--- config.mk ---
export PLATFORM = sky130hd
export DESIGN_NAME = days_between_dates
export DESIGN_NICKNAME = d
export VERILOG_FILES = /design/src/sv/dbd_pkg.sv /design/src/sv/dbd_ordinal.sv /design/src/sv/days_between_dates.sv
export SDC_FILE = /design/constraint.sdc
export NUM_CORES = 2
export LEC_CHECK = 0
export BUFFER_PORTS_ARGS = -buffer_cell sky130_fd_sc_hd__buf_2
export CORE_UTILIZATION = 60
export CTS_BUF_LIST = sky130_fd_sc_hd__clkbuf_8
export CTS_CLUSTER_SIZE = 14
export DETAILED_ROUTE_END_ITERATION = 8
export HOLD_SLACK_MARGIN = 0.1
export PLACE_DENSITY = 0.84
export SKIP_CTS_REPAIR_TIMING = 1
export SYNTH_ARGS = -nofsm -noshare
export SYNTH_HDL_FRONTEND = slang
export SYNTH_HIERARCHICAL = 1
export SYNTH_SLANG_ARGS = --single-unit
--- constraint.sdc ---
create_clock -name clk -period 6.7 [get_ports clk]
set_input_delay 1.34 -clock clk [delete_from_list [all_inputs] [get_ports clk]]
set_output_delay 1.34 -clock clk [all_outputs]
set_load 0.02 [all_outputs]
--- src/sv/dbd_pkg.sv ---
`timescale 1ns / 1ps
// Shared widths, constants and a helper function for the days-between-dates block.
// Used by dbd_ordinal, days_between_dates and dbd_checker; depends on nothing.

package dbd_pkg;

	localparam int DAY_W   = 5;
	localparam int MONTH_W = 4;
	localparam int YEAR_W  = 14;
	localparam int QUART_W = YEAR_W - 2;        // year / 4
	localparam int CENT_W  = 8;                 // (year / 4) / 25, at most 163
	localparam int ORD_W   = 23;                // day ordinal, below 2**23 for any 14-bit year
	localparam int MDAY_W  = 9;                 // day of year, at most 366
	localparam int DIFF_W  = 22;

	localparam int IN_TDATA_W  = 48;
	localparam int OUT_TDATA_W = 24;

	localparam int RECIP_W     = 13;
	localparam int PROD_W      = QUART_W + RECIP_W;
	localparam int RECIP_SHIFT = 17;
	// 5243 / 2**17 rounds 1/25 up closely enough to be exact for 12-bit values
	localparam logic [RECIP_W-1:0] RECIP_25 = 13'd5243;

	localparam logic [MONTH_W-1:0] MONTH_JAN = 4'd1;
	localparam logic [MONTH_W-1:0] MONTH_FEB = 4'd2;
	localparam logic [MONTH_W-1:0] MONTH_DEC = 4'd12;

	localparam logic [DIFF_W-1:0] DIFF_MAX = 22'h3FFFFF;

	typedef struct packed {
		logic en_s1;
		logic en_s2;
		logic en_s3;
	} stage_en_t;

	// days in the whole months before the given month, common year
	function automatic logic [MDAY_W-1:0] months_before(input logic [MONTH_W-1:0] month);
		logic [MDAY_W-1:0] days;
		case (month)
			4'd1:    days = 9'd0;
			4'd2:    days = 9'd31;
			4'd3:    days = 9'd59;
			4'd4:    days = 9'd90;
			4'd5:    days = 9'd120;
			4'd6:    days = 9'd151;
			4'd7:    days = 9'd181;
			4'd8:    days = 9'd212;
			4'd9:    days = 9'd243;
			4'd10:   days = 9'd273;
			4'd11:   days = 9'd304;
			4'd12:   days = 9'd334;
			default: days = 9'd0;
		endcase
		return days;
	endfunction

endpackage

--- src/sv/dbd_ordinal.sv ---
`timescale 1ns / 1ps
// Three-stage day-ordinal datapath for one calendar date.
// Depends on dbd_pkg; stage enables come from the top level's pipeline control.

module dbd_ordinal (
	input  logic                          clk,
	input  dbd_pkg::stage_en_t            en,
	input  logic [dbd_pkg::DAY_W-1:0]     day,
	input  logic [dbd_pkg::MONTH_W-1:0]   month,
	input  logic [dbd_pkg::YEAR_W-1:0]    year,
	output logic [dbd_pkg::ORD_W-1:0]     ordinal
);

	logic [dbd_pkg::MONTH_W-1:0] mon_c;
	logic [dbd_pkg::YEAR_W-1:0]  yr_c;
	logic [dbd_pkg::YEAR_W-1:0]  py_c;

	logic [dbd_pkg::YEAR_W-1:0]  py_s1;
	logic [dbd_pkg::MONTH_W-1:0] mon_s1;
	logic [dbd_pkg::DAY_W-1:0]   day_s1;
	logic [1:0]                  yr_lo_s1;
	logic [dbd_pkg::QUART_W-1:0] qy_s1;
	logic [dbd_pkg::PROD_W-1:0]  mp_s1;
	logic [dbd_pkg::PROD_W-1:0]  my_s1;
	logic [dbd_pkg::ORD_W-1:0]   p365_s1;

	logic [dbd_pkg::CENT_W-1:0]  hp;
	logic [dbd_pkg::CENT_W-1:0]  hy;
	logic [dbd_pkg::QUART_W-1:0] hy25;
	logic [dbd_pkg::QUART_W-1:0] r25;
	logic                        leap;
	logic [dbd_pkg::ORD_W-1:0]   years_c;
	logic [dbd_pkg::MDAY_W-1:0]  mdays_c;

	logic [dbd_pkg::ORD_W-1:0]   years_s2;
	logic [dbd_pkg::MDAY_W-1:0]  mdays_s2;
	logic [dbd_pkg::ORD_W-1:0]   ord_s3;

	// clamp month into 1..12 and year zero to one
	always_comb begin
		if (month == '0)
			mon_c = dbd_pkg::MONTH_JAN;
		else if (month > dbd_pkg::MONTH_DEC)
			mon_c = dbd_pkg::MONTH_DEC;
		else
			mon_c = month;
		yr_c = (year == '0) ? dbd_pkg::YEAR_W'(1) : year;
		py_c = yr_c - dbd_pkg::YEAR_W'(1);
	end

	// stage 1: the three multiplies
	always_ff @(posedge clk) begin
		if (en.en_s1) begin
			py_s1    <= py_c;
			mon_s1   <= mon_c;
			day_s1   <= day;
			yr_lo_s1 <= yr_c[1:0];
			qy_s1    <= yr_c[dbd_pkg::YEAR_W-1:2];
			mp_s1    <= dbd_pkg::PROD_W'(py_c[dbd_pkg::YEAR_W-1:2])
				* dbd_pkg::PROD_W'(dbd_pkg::RECIP_25);
			my_s1    <= dbd_pkg::PROD_W'(yr_c[dbd_pkg::YEAR_W-1:2])
				* dbd_pkg::PROD_W'(dbd_pkg::RECIP_25);
			p365_s1  <= dbd_pkg::ORD_W'(py_c) * dbd_pkg::ORD_W'(365);
		end
	end

	// stage 2: leap test and year/month sums
	always_comb begin
		hp   = mp_s1[dbd_pkg::RECIP_SHIFT +: dbd_pkg::CENT_W];
		hy   = my_s1[dbd_pkg::RECIP_SHIFT +: dbd_pkg::CENT_W];
		hy25 = (dbd_pkg::QUART_W'(hy) << 4) + (dbd_pkg::QUART_W'(hy) << 3)
			+ dbd_pkg::QUART_W'(hy);
		r25  = qy_s1 - hy25;
		// year/4 divisible by 25 means a century year; leap only every fourth one
		leap = (yr_lo_s1 == 2'b00) && ((r25 != '0) || (hy[1:0] == 2'b00));
		years_c = p365_s1 + dbd_pkg::ORD_W'(py_s1[dbd_pkg::YEAR_W-1:2])
			- dbd_pkg::ORD_W'(hp) + dbd_pkg::ORD_W'(hp[dbd_pkg::CENT_W-1:2]);
		mdays_c = dbd_pkg::months_before(mon_s1) + dbd_pkg::MDAY_W'(day_s1)
			+ dbd_pkg::MDAY_W'(leap && (mon_s1 > dbd_pkg::MONTH_FEB));
	end

	always_ff @(posedge clk) begin
		if (en.en_s2) begin
			years_s2 <= years_c;
			mdays_s2 <= mdays_c;
		end
	end

	// stage 3: final ordinal
	always_ff @(posedge clk) begin
		if (en.en_s3) begin
			ord_s3 <= years_s2 + dbd_pkg::ORD_W'(mdays_s2);
		end
	end

	assign ordinal = ord_s3;

endmodule

--- src/sv/days_between_dates.sv ---
`timescale 1ns / 1ps
// Top level of the days-between-dates block: stream ports, pipeline control, difference stage.
// Depends on dbd_pkg and dbd_ordinal.

// Takes two Gregorian dates per input beat and returns the absolute number of
// days between them, one output beat per input beat, in order. Each date is
// turned into a day ordinal counted from 1 January of year 1 (closed-form leap
// count, month table, day), and the output is the absolute difference of the
// two ordinals, saturated at the field maximum. Month zero reads as January,
// months above twelve as December, year zero as year one; days are used as a
// plain offset from the month start. The block takes one beat per cycle unless
// the output stalls with every stage full. There are three ordinal stages
// (multiplies, leap test and sums, final add) and one subtract stage, which
// is also the output register. Each stage holds its beat only while the
// stage after it is full and stalled, so bubbles close up and input beats
// are taken while a finished result waits on the output, until all are full.

module days_between_dates (
	input  logic                              clk,
	input  logic                              arst_n,
	input  logic                              s_axis_tvalid,
	output logic                              s_axis_tready,
	// a_day[4:0], a_month[8:5], a_year[22:9],
	// b_day[27:23], b_month[31:28], b_year[45:32], zero pad[47:46]
	input  logic [dbd_pkg::IN_TDATA_W-1:0]    s_axis_tdata,
	output logic                              m_axis_tvalid,
	input  logic                              m_axis_tready,
	// day_difference[21:0], zero pad[23:22]
	output logic [dbd_pkg::OUT_TDATA_W-1:0]   m_axis_tdata
);

	logic v_s1, v_s2, v_s3, v_s4;
	logic rdy_s1, rdy_s2, rdy_s3, rdy_s4;
	dbd_pkg::stage_en_t en;

	logic [dbd_pkg::ORD_W-1:0]  ord_a;
	logic [dbd_pkg::ORD_W-1:0]  ord_b;
	logic [dbd_pkg::ORD_W-1:0]  diff_c;
	logic [dbd_pkg::DIFF_W-1:0] diff_s4;

	// a stage can take a beat when it is empty or its beat moves on this cycle
	assign rdy_s4 = !v_s4 || m_axis_tready;
	assign rdy_s3 = !v_s3 || rdy_s4;
	assign rdy_s2 = !v_s2 || rdy_s3;
	assign rdy_s1 = !v_s1 || rdy_s2;

	assign s_axis_tready = rdy_s1;
	assign en.en_s1 = rdy_s1;
	assign en.en_s2 = rdy_s2;
	assign en.en_s3 = rdy_s3;

	// advance valid bits alongside the data; hold a stage while it is blocked
	always_ff @(posedge clk or negedge arst_n) begin
		if (!arst_n) begin
			v_s1 <= 1'b0;
			v_s2 <= 1'b0;
			v_s3 <= 1'b0;
			v_s4 <= 1'b0;
		end else begin
			if (rdy_s1) v_s1 <= s_axis_tvalid;
			if (rdy_s2) v_s2 <= v_s1;
			if (rdy_s3) v_s3 <= v_s2;
			if (rdy_s4) v_s4 <= v_s3;
		end
	end

	dbd_ordinal u_ord_a (
		.clk     (clk),
		.en      (en),
		.day     (s_axis_tdata[4:0]),
		.month   (s_axis_tdata[8:5]),
		.year    (s_axis_tdata[22:9]),
		.ordinal (ord_a)
	);

	dbd_ordinal u_ord_b (
		.clk     (clk),
		.en      (en),
		.day     (s_axis_tdata[27:23]),
		.month   (s_axis_tdata[31:28]),
		.year    (s_axis_tdata[45:32]),
		.ordinal (ord_b)
	);

	// subtract the earlier ordinal from the later one
	assign diff_c = (ord_a > ord_b) ? (ord_a - ord_b) : (ord_b - ord_a);

	// stage 4: saturate into the result field; this is the output register
	always_ff @(posedge clk) begin
		if (rdy_s4) begin
			if (diff_c[dbd_pkg::ORD_W-1])
				diff_s4 <= dbd_pkg::DIFF_MAX;
			else
				diff_s4 <= diff_c[dbd_pkg::DIFF_W-1:0];
		end
	end

	assign m_axis_tvalid = v_s4;
	assign m_axis_tdata  = {{(dbd_pkg::OUT_TDATA_W - dbd_pkg::DIFF_W){1'b0}}, diff_s4};

endmodule

Word-level counts from Yosys, hierarchy flattened

Memories as Yosys holds them, arrays and structs flattened.
Cells that the tools add are included.

Flip-flop bits (word level): 356
ROM bits: 288
Memories kept: 2

Memory list:

| name             | depth | width | rd ports | clocked after Yosys merged registers in | write ports | line          | RTL |
|---|---|---|---|---|---|---|---|
| (name not given) | 16    | 9     | 1        | 0                                       | 0           | dbd_pkg.sv:40 | `case (month)` |
| (name not given) | 16    | 9     | 1        | 0                                       | 0           | dbd_pkg.sv:40 |  |

Mux-type cells: 5
$add $sub $neg: 22
Magnitude comparators: 5
Reductions and logical operators: 26
Multipliers: 6

Operators with widths:

| cell                                                | count |
|---|---|
| multiplier 12 x 13 -> 25 bit, second input constant | 4 |
| adder 23 x 12 -> 23 bit                             | 2 |
| adder 23 x 6 -> 23 bit                              | 2 |
| adder 23 x 9 -> 23 bit                              | 2 |
| multiplier 14 x 9 -> 23 bit, second input constant  | 2 |
| subtractor 23 bit                                   | 2 |
| subtractor 23 x 8 -> 23 bit                         | 2 |
| logical NOT 14 bit                                  | 2 |
| 2-to-1 mux 14 bit                                   | 2 |
| subtractor 14 x 1 -> 14 bit, second input constant  | 2 |
| adder 12 x 11 -> 12 bit                             | 2 |
| adder 12 x 8 -> 12 bit                              | 2 |
| nonzero test 12 bit                                 | 2 |
| subtractor 12 bit                                   | 2 |
| > comparator 23 bit                                 | 1 |
| 2-to-1 mux 23 bit                                   | 1 |
| adder 9 x 1 -> 9 bit                                | 2 |
| adder 9 x 5 -> 9 bit                                | 2 |
| > comparator 4 x 2 -> 1 bit, second input constant  | 2 |
| > comparator 4 bit, second input constant           | 2 |
| logical NOT 2 bit                                   | 4 |
| logical NOT 4 bit                                   | 2 |
| 2-to-1 mux 4 bit                                    | 2 |
| logical OR 1 bit                                    | 6 |
| other kinds (3)                                     | 10 |

Depth between registers and ports, before layout

Depth in word-level cells: 8
Depth in mapped cells: 31
Mapped depth without buffers: 30

Modules after synthesis

The synthesis kept the hierarchy.

Modules (own cells, without submodules):

| module                 | cells an instance | area each (um^2) | times used | seq. area each (um^2) |
|---|---|---|---|---|
| dbd_ordinal at u_ord_b | 1588              | 16236.8          | 1          | 3873.7 |
| dbd_ordinal at u_ord_a | 1502              | 15677.5          | 1          | 3873.7 |
| days_between_dates     | 471               | 3748.6           | 1          | 760.7 |

Worst setup path after synthesis

OpenSTA, ideal clock, no wires.

Path type: input to register
Start: in s_axis_tdata[35] (netlist name)
End: reg u_ord_b/mp_s1[18] (netlist name), data pin
Data arrival time: 7.844 ns
Setup time: 0.260 ns
Data required time: 6.440 ns
Slack: -1.404 ns
Stages: 29
Path buffers: 1
Cells stage by stage: inv_1 -> ha_1 -> nor3b_1 -> nand3_1 -> clkbuf_1 -> nand2_1 -> ha_1 -> inv_1 -> a21o_1 -> a21o_1 -> and3_1 -> a21boi_0 -> xnor2_1 -> ha_1 -> inv_1 -> fa_1 -> fa_1 -> inv_1 -> fa_1 -> inv_1 -> fa_1 -> inv_1 -> ha_1 -> a21o_1 -> a221o_1 -> o32ai_1 -> o31ai_1 -> a21oi_1 -> xnor2_1

Cells in the longest elaborated chain, start to end: 4

Ends and longest elaborated chain:

| what                             | line                     | RTL |
|---|---|---|
| start, declared                  | days_between_dates.sv:25 | `input logic [dbd_pkg::IN_TDATA_W-1:0] s_axis_tdata,` |
| logical NOT 14 bit               | dbd_ordinal.sv:47        | `yr_c = (year == '0) ? dbd_pkg::YEAR_W'(1) : year;` |
| 2-to-1 mux 14 bit (*)            | dbd_ordinal.sv:47        |  |
| subtractor 14 x 1 -> 14 bit (*)  | dbd_ordinal.sv:48        | `py_c = yr_c - dbd_pkg::YEAR_W'(1);` |
| named net u_ord_b.py_c (one bit) | dbd_ordinal.sv:16        | `logic [dbd_pkg::YEAR_W-1:0] py_c;` |
| multiplier 12 x 13 -> 25 bit (*) | dbd_ordinal.sv:60        | `* dbd_pkg::PROD_W'(dbd_pkg::RECIP_25);` |
| end signal, assigned             | dbd_ordinal.sv:59        | `mp_s1 <= dbd_pkg::PROD_W'(py_c[dbd_pkg::YEAR_W-1:2])` |
| end, declared                    | dbd_ordinal.sv:23        | `logic [dbd_pkg::PROD_W-1:0] mp_s1;` |

Mark *: on every way through the listed nets, which the timed path passes. The rest lies on a longest branch.
A chain may end at the register's enable or synchronous reset.

Final worst setup path

Start: in s_axis_tdata[41] (netlist name)
End: reg u_ord_b/mp_s1[21] (netlist name), data pin

Same word-level chain as after synthesis.

==> impl_metrics.env <==
export IMPL_clkLatencyLatePin_ns=0.65
export IMPL_yosys_top_cells_area="edfxtp_1 24%, ha_1 22%, fa_1 19%"
export IMPL_htreeDepth=2
export IMPL_synth_simple_gate_area_frac=0.0803
export IMPL_dp_hpwl_mm=67.4
export IMPL_placed_cell_area_mm2=0.0398
export IMPL_root_buffer="clkbuf_8"
export IMPL_drc=0
export IMPL_vias_per_cell=5.66
export IMPL_gp_congestion=0.931
export IMPL_drt_iter0_drc=1575
export IMPL_status="complete, but fails checks"
export IMPL_area_delta_synth_final_pct=15.6
export IMPL_rsz0062_at_grt="yes"
export IMPL_yosysWarnings=6
export IMPL_yosysTopAreaCellShare=0.236
export IMPL_syn_instance_count=3561
export IMPL_multi_input_area_mm2=0.0246
export IMPL_wl_per_cell_um=17.7
export IMPL_n_fill_cell=3989
export IMPL_slowest_delay_ns=0.54
export IMPL_dp_cells=4677
export IMPL_grt_first_pass_wirelength_mm=136
export IMPL_worst_slew_pin_slew_ns=1.08
export IMPL_drv_cap=0
export IMPL_vias=27100
export IMPL_cp_num_buf_inv=7
export IMPL_hold_class="reg2reg"
export IMPL_grt_ovfl_total=0
export IMPL_setup_viol=8
export IMPL_synth_cell_types=109
export IMPL_cts_tree="done"
export IMPL_synth_compound_area_share=0.132
export IMPL_final_max_slew_viol_count=0
export IMPL_hold_viol_final=0
export IMPL_required_ns=7.10
export IMPL_grt_pass1_vias=28000
export IMPL_grt_max_degree=86
export IMPL_startpoint_type="input pin"
export IMPL_synth_area_per_cell_um2=10.0
export IMPL_synth_xor_area_share=0.0457
export IMPL_muxShareOfSynthArea=0.00635
export IMPL_routed_wl_mm=84.5
export IMPL_firstDrtPassIters=6
export IMPL_period_needed_ns=7.07
export IMPL_async_flop_share=0.0141
export IMPL_finalCritPeriodShare=1.05
export IMPL_drt_antenna_violating_nets=0
export IMPL_path_delay_family="adder cells"
export IMPL_io_buffers=73
export IMPL_nNetsFinal=4975
export IMPL_synth_edf_count=280
export IMPL_initial_core_util=0.605
export IMPL_max_freq_mhz=142
export IMPL_slew_headroom=0.279
export IMPL_dieHeight_um=246
export IMPL_synth_top_family_by_area="adder cells"
export IMPL_skew_ns=0.0300
export IMPL_synth_top_area_cell="edfxtp_1"
export IMPL_slowest_stage="fa_1"
export IMPL_die_x_um=246
export IMPL_crit_arrival_ns=7.46
export IMPL_clock_sinks=284
export IMPL_rows=89
export IMPL_yosysMostFrequentCell="inv_1"
export IMPL_synth_common_cells="814 x inv_1, 621 x ha_1, 330 x fa_1"
export IMPL_ys_seq_area_frac=0.239
export IMPL_fin_ws_ns=-0.367
export IMPL_seqCellArea_mm2=0.00851
export IMPL_synth_adder_area_share=0.403
export IMPL_clockBufferDepth=3
export IMPL_cpMostUsedCell="fa_1"
export IMPL_post_route_util=0.700
export IMPL_crit_path_max_fanout=3
export IMPL_violations="setup timing"
export IMPL_final_area_mm2=0.0412
export IMPL_criticalPathCategory="in2reg"
export IMPL_clk_pin_slew_ns=0.06
export IMPL_core_mm2=0.0589
export IMPL_ys_ff_latch=284
export IMPL_cts_made_buffers=50
export IMPL_ys_flop_type="edfxtp_1"
export IMPL_instances_no_fill=4785
export IMPL_place_ws_ns=-1.04
export IMPL_drive_gt1_frac=0.169
export IMPL_track_usage=0.279
export IMPL_syn_cell_area_mm2=0.0357
export IMPL_antenna_found_initial=3
export IMPL_die_area_mm2=0.0604
export IMPL_io_pins=78
export IMPL_end_kind="flip-flop"
-- metal layers --
| metal | global-route usage | vias to the layer above | share of wire |
|---|---|---|---|
| met5 | 0 | - | 0 |
| met1 | 0.338 | 13100 | 0.40 |
| met2 | 0.501 | 831 | 0.51 |
| li1 | - | 12900 | - |
| met4 | 0.104 | 0 | 0.040 |
| met3 | 0.0383 | 245 | 0.052 |
-- registers in the layout, indices dropped and copies added, names as in the netlist, 2 cells and up --
name	cells
u_ord_a/qy_s1	12
u_ord_a/yr_lo_s1	2
u_ord_b/p365_s1	21
u_ord_b/my_s1	8
u_ord_a/years_s2	23
diff_s4	22
u_ord_b/mp_s1	8
u_ord_b/ordinal	23
u_ord_b/yr_lo_s1	2
u_ord_b/mon_s1	4
u_ord_a/p365_s1	21
u_ord_a/mon_s1	4
u_ord_a/my_s1	8
u_ord_a/day_s1	5
u_ord_a/ordinal	23
u_ord_b/years_s2	23
u_ord_b/py_s1	14
u_ord_b/day_s1	5
u_ord_a/mdays_s2	9
u_ord_b/mdays_s2	9
u_ord_a/mp_s1	8
u_ord_b/qy_s1	12
u_ord_a/py_s1	14
-- metrics by stage --
step | hold slack (ns) | setup TNS, ns
after CTS | 0.468 | -2.38
after floorplan | 0.435 | -149.35
after global placement | 0.455 | -18.62
after global routing | 0.478 | -5.53
after detailed placement | 0.459 | -25.38
final | 0.485 | -2.27
-- final timing paths --
kind | from | endpoint | slack [ns] | cells past startpoint
worst min register to register | v_s1$_DFFE_PN0P_ | v_s2$_DFFE_PN0P_ | 0.48 | 1
worst min-delay path | v_s1$_DFFE_PN0P_ | v_s2$_DFFE_PN0P_ | 0.48 | 1
min in group asynchronous | arst_n | v_s2$_DFFE_PN0P_ | 0.50 | 1
max in group asynchronous | arst_n | v_s1$_DFFE_PN0P_ | 6.08 | 1
worst max-delay path | s_axis_tdata[41] | u_ord_b/mp_s1[21]$_DFFE_PP_ | -0.37 | 29
worst max register to register | u_ord_b/my_s1[20]$_DFFE_PP_ | u_ord_b/mdays_s2[8]$_DFFE_PP_ | 0.90 | 19
-- layout make-up --
class | instances | share of cell area
diodes | 1 | 0.0000607
well taps | 773 | 0.0235
clock inverters | 40 | 0.00765
repair buffers | 413 | 0.0725
flip-flops and latches | 284 | 0.206
inverters | 816 | 0.0760
clock buffers | 51 | 0.0170
multi-input cells | 2407 | 0.597
-- logic make-up after synthesis --
family | after synthesis
buf+inv | 871
flops | 284
other cells | 1
mux | 21
fa+ha+maj | 951
xor+xnor | 183
compound gates | 687
simple gates | 563
-- layout by cell type, fill, tap and decap left out, drive strengths merged, types with 51 or more instances in the layout --
cell type / synthesis / final
ha: 621 / 621
clkbuf: 28 / 51
inv: 815 / 829
a21o: 75 / 75
fa: 330 / 330
xnor2: 130 / 130
xor2: 51 / 51
nor2: 133 / 133
nand2: 129 / 129
edfxtp: 280 / 280
a21oi: 168 / 168
buf: 27 / 413
o21ai: 132 / 132
Power is not shown: default switching activity piles up to over one toggle a cycle in this logic, so the estimate is an artifact.
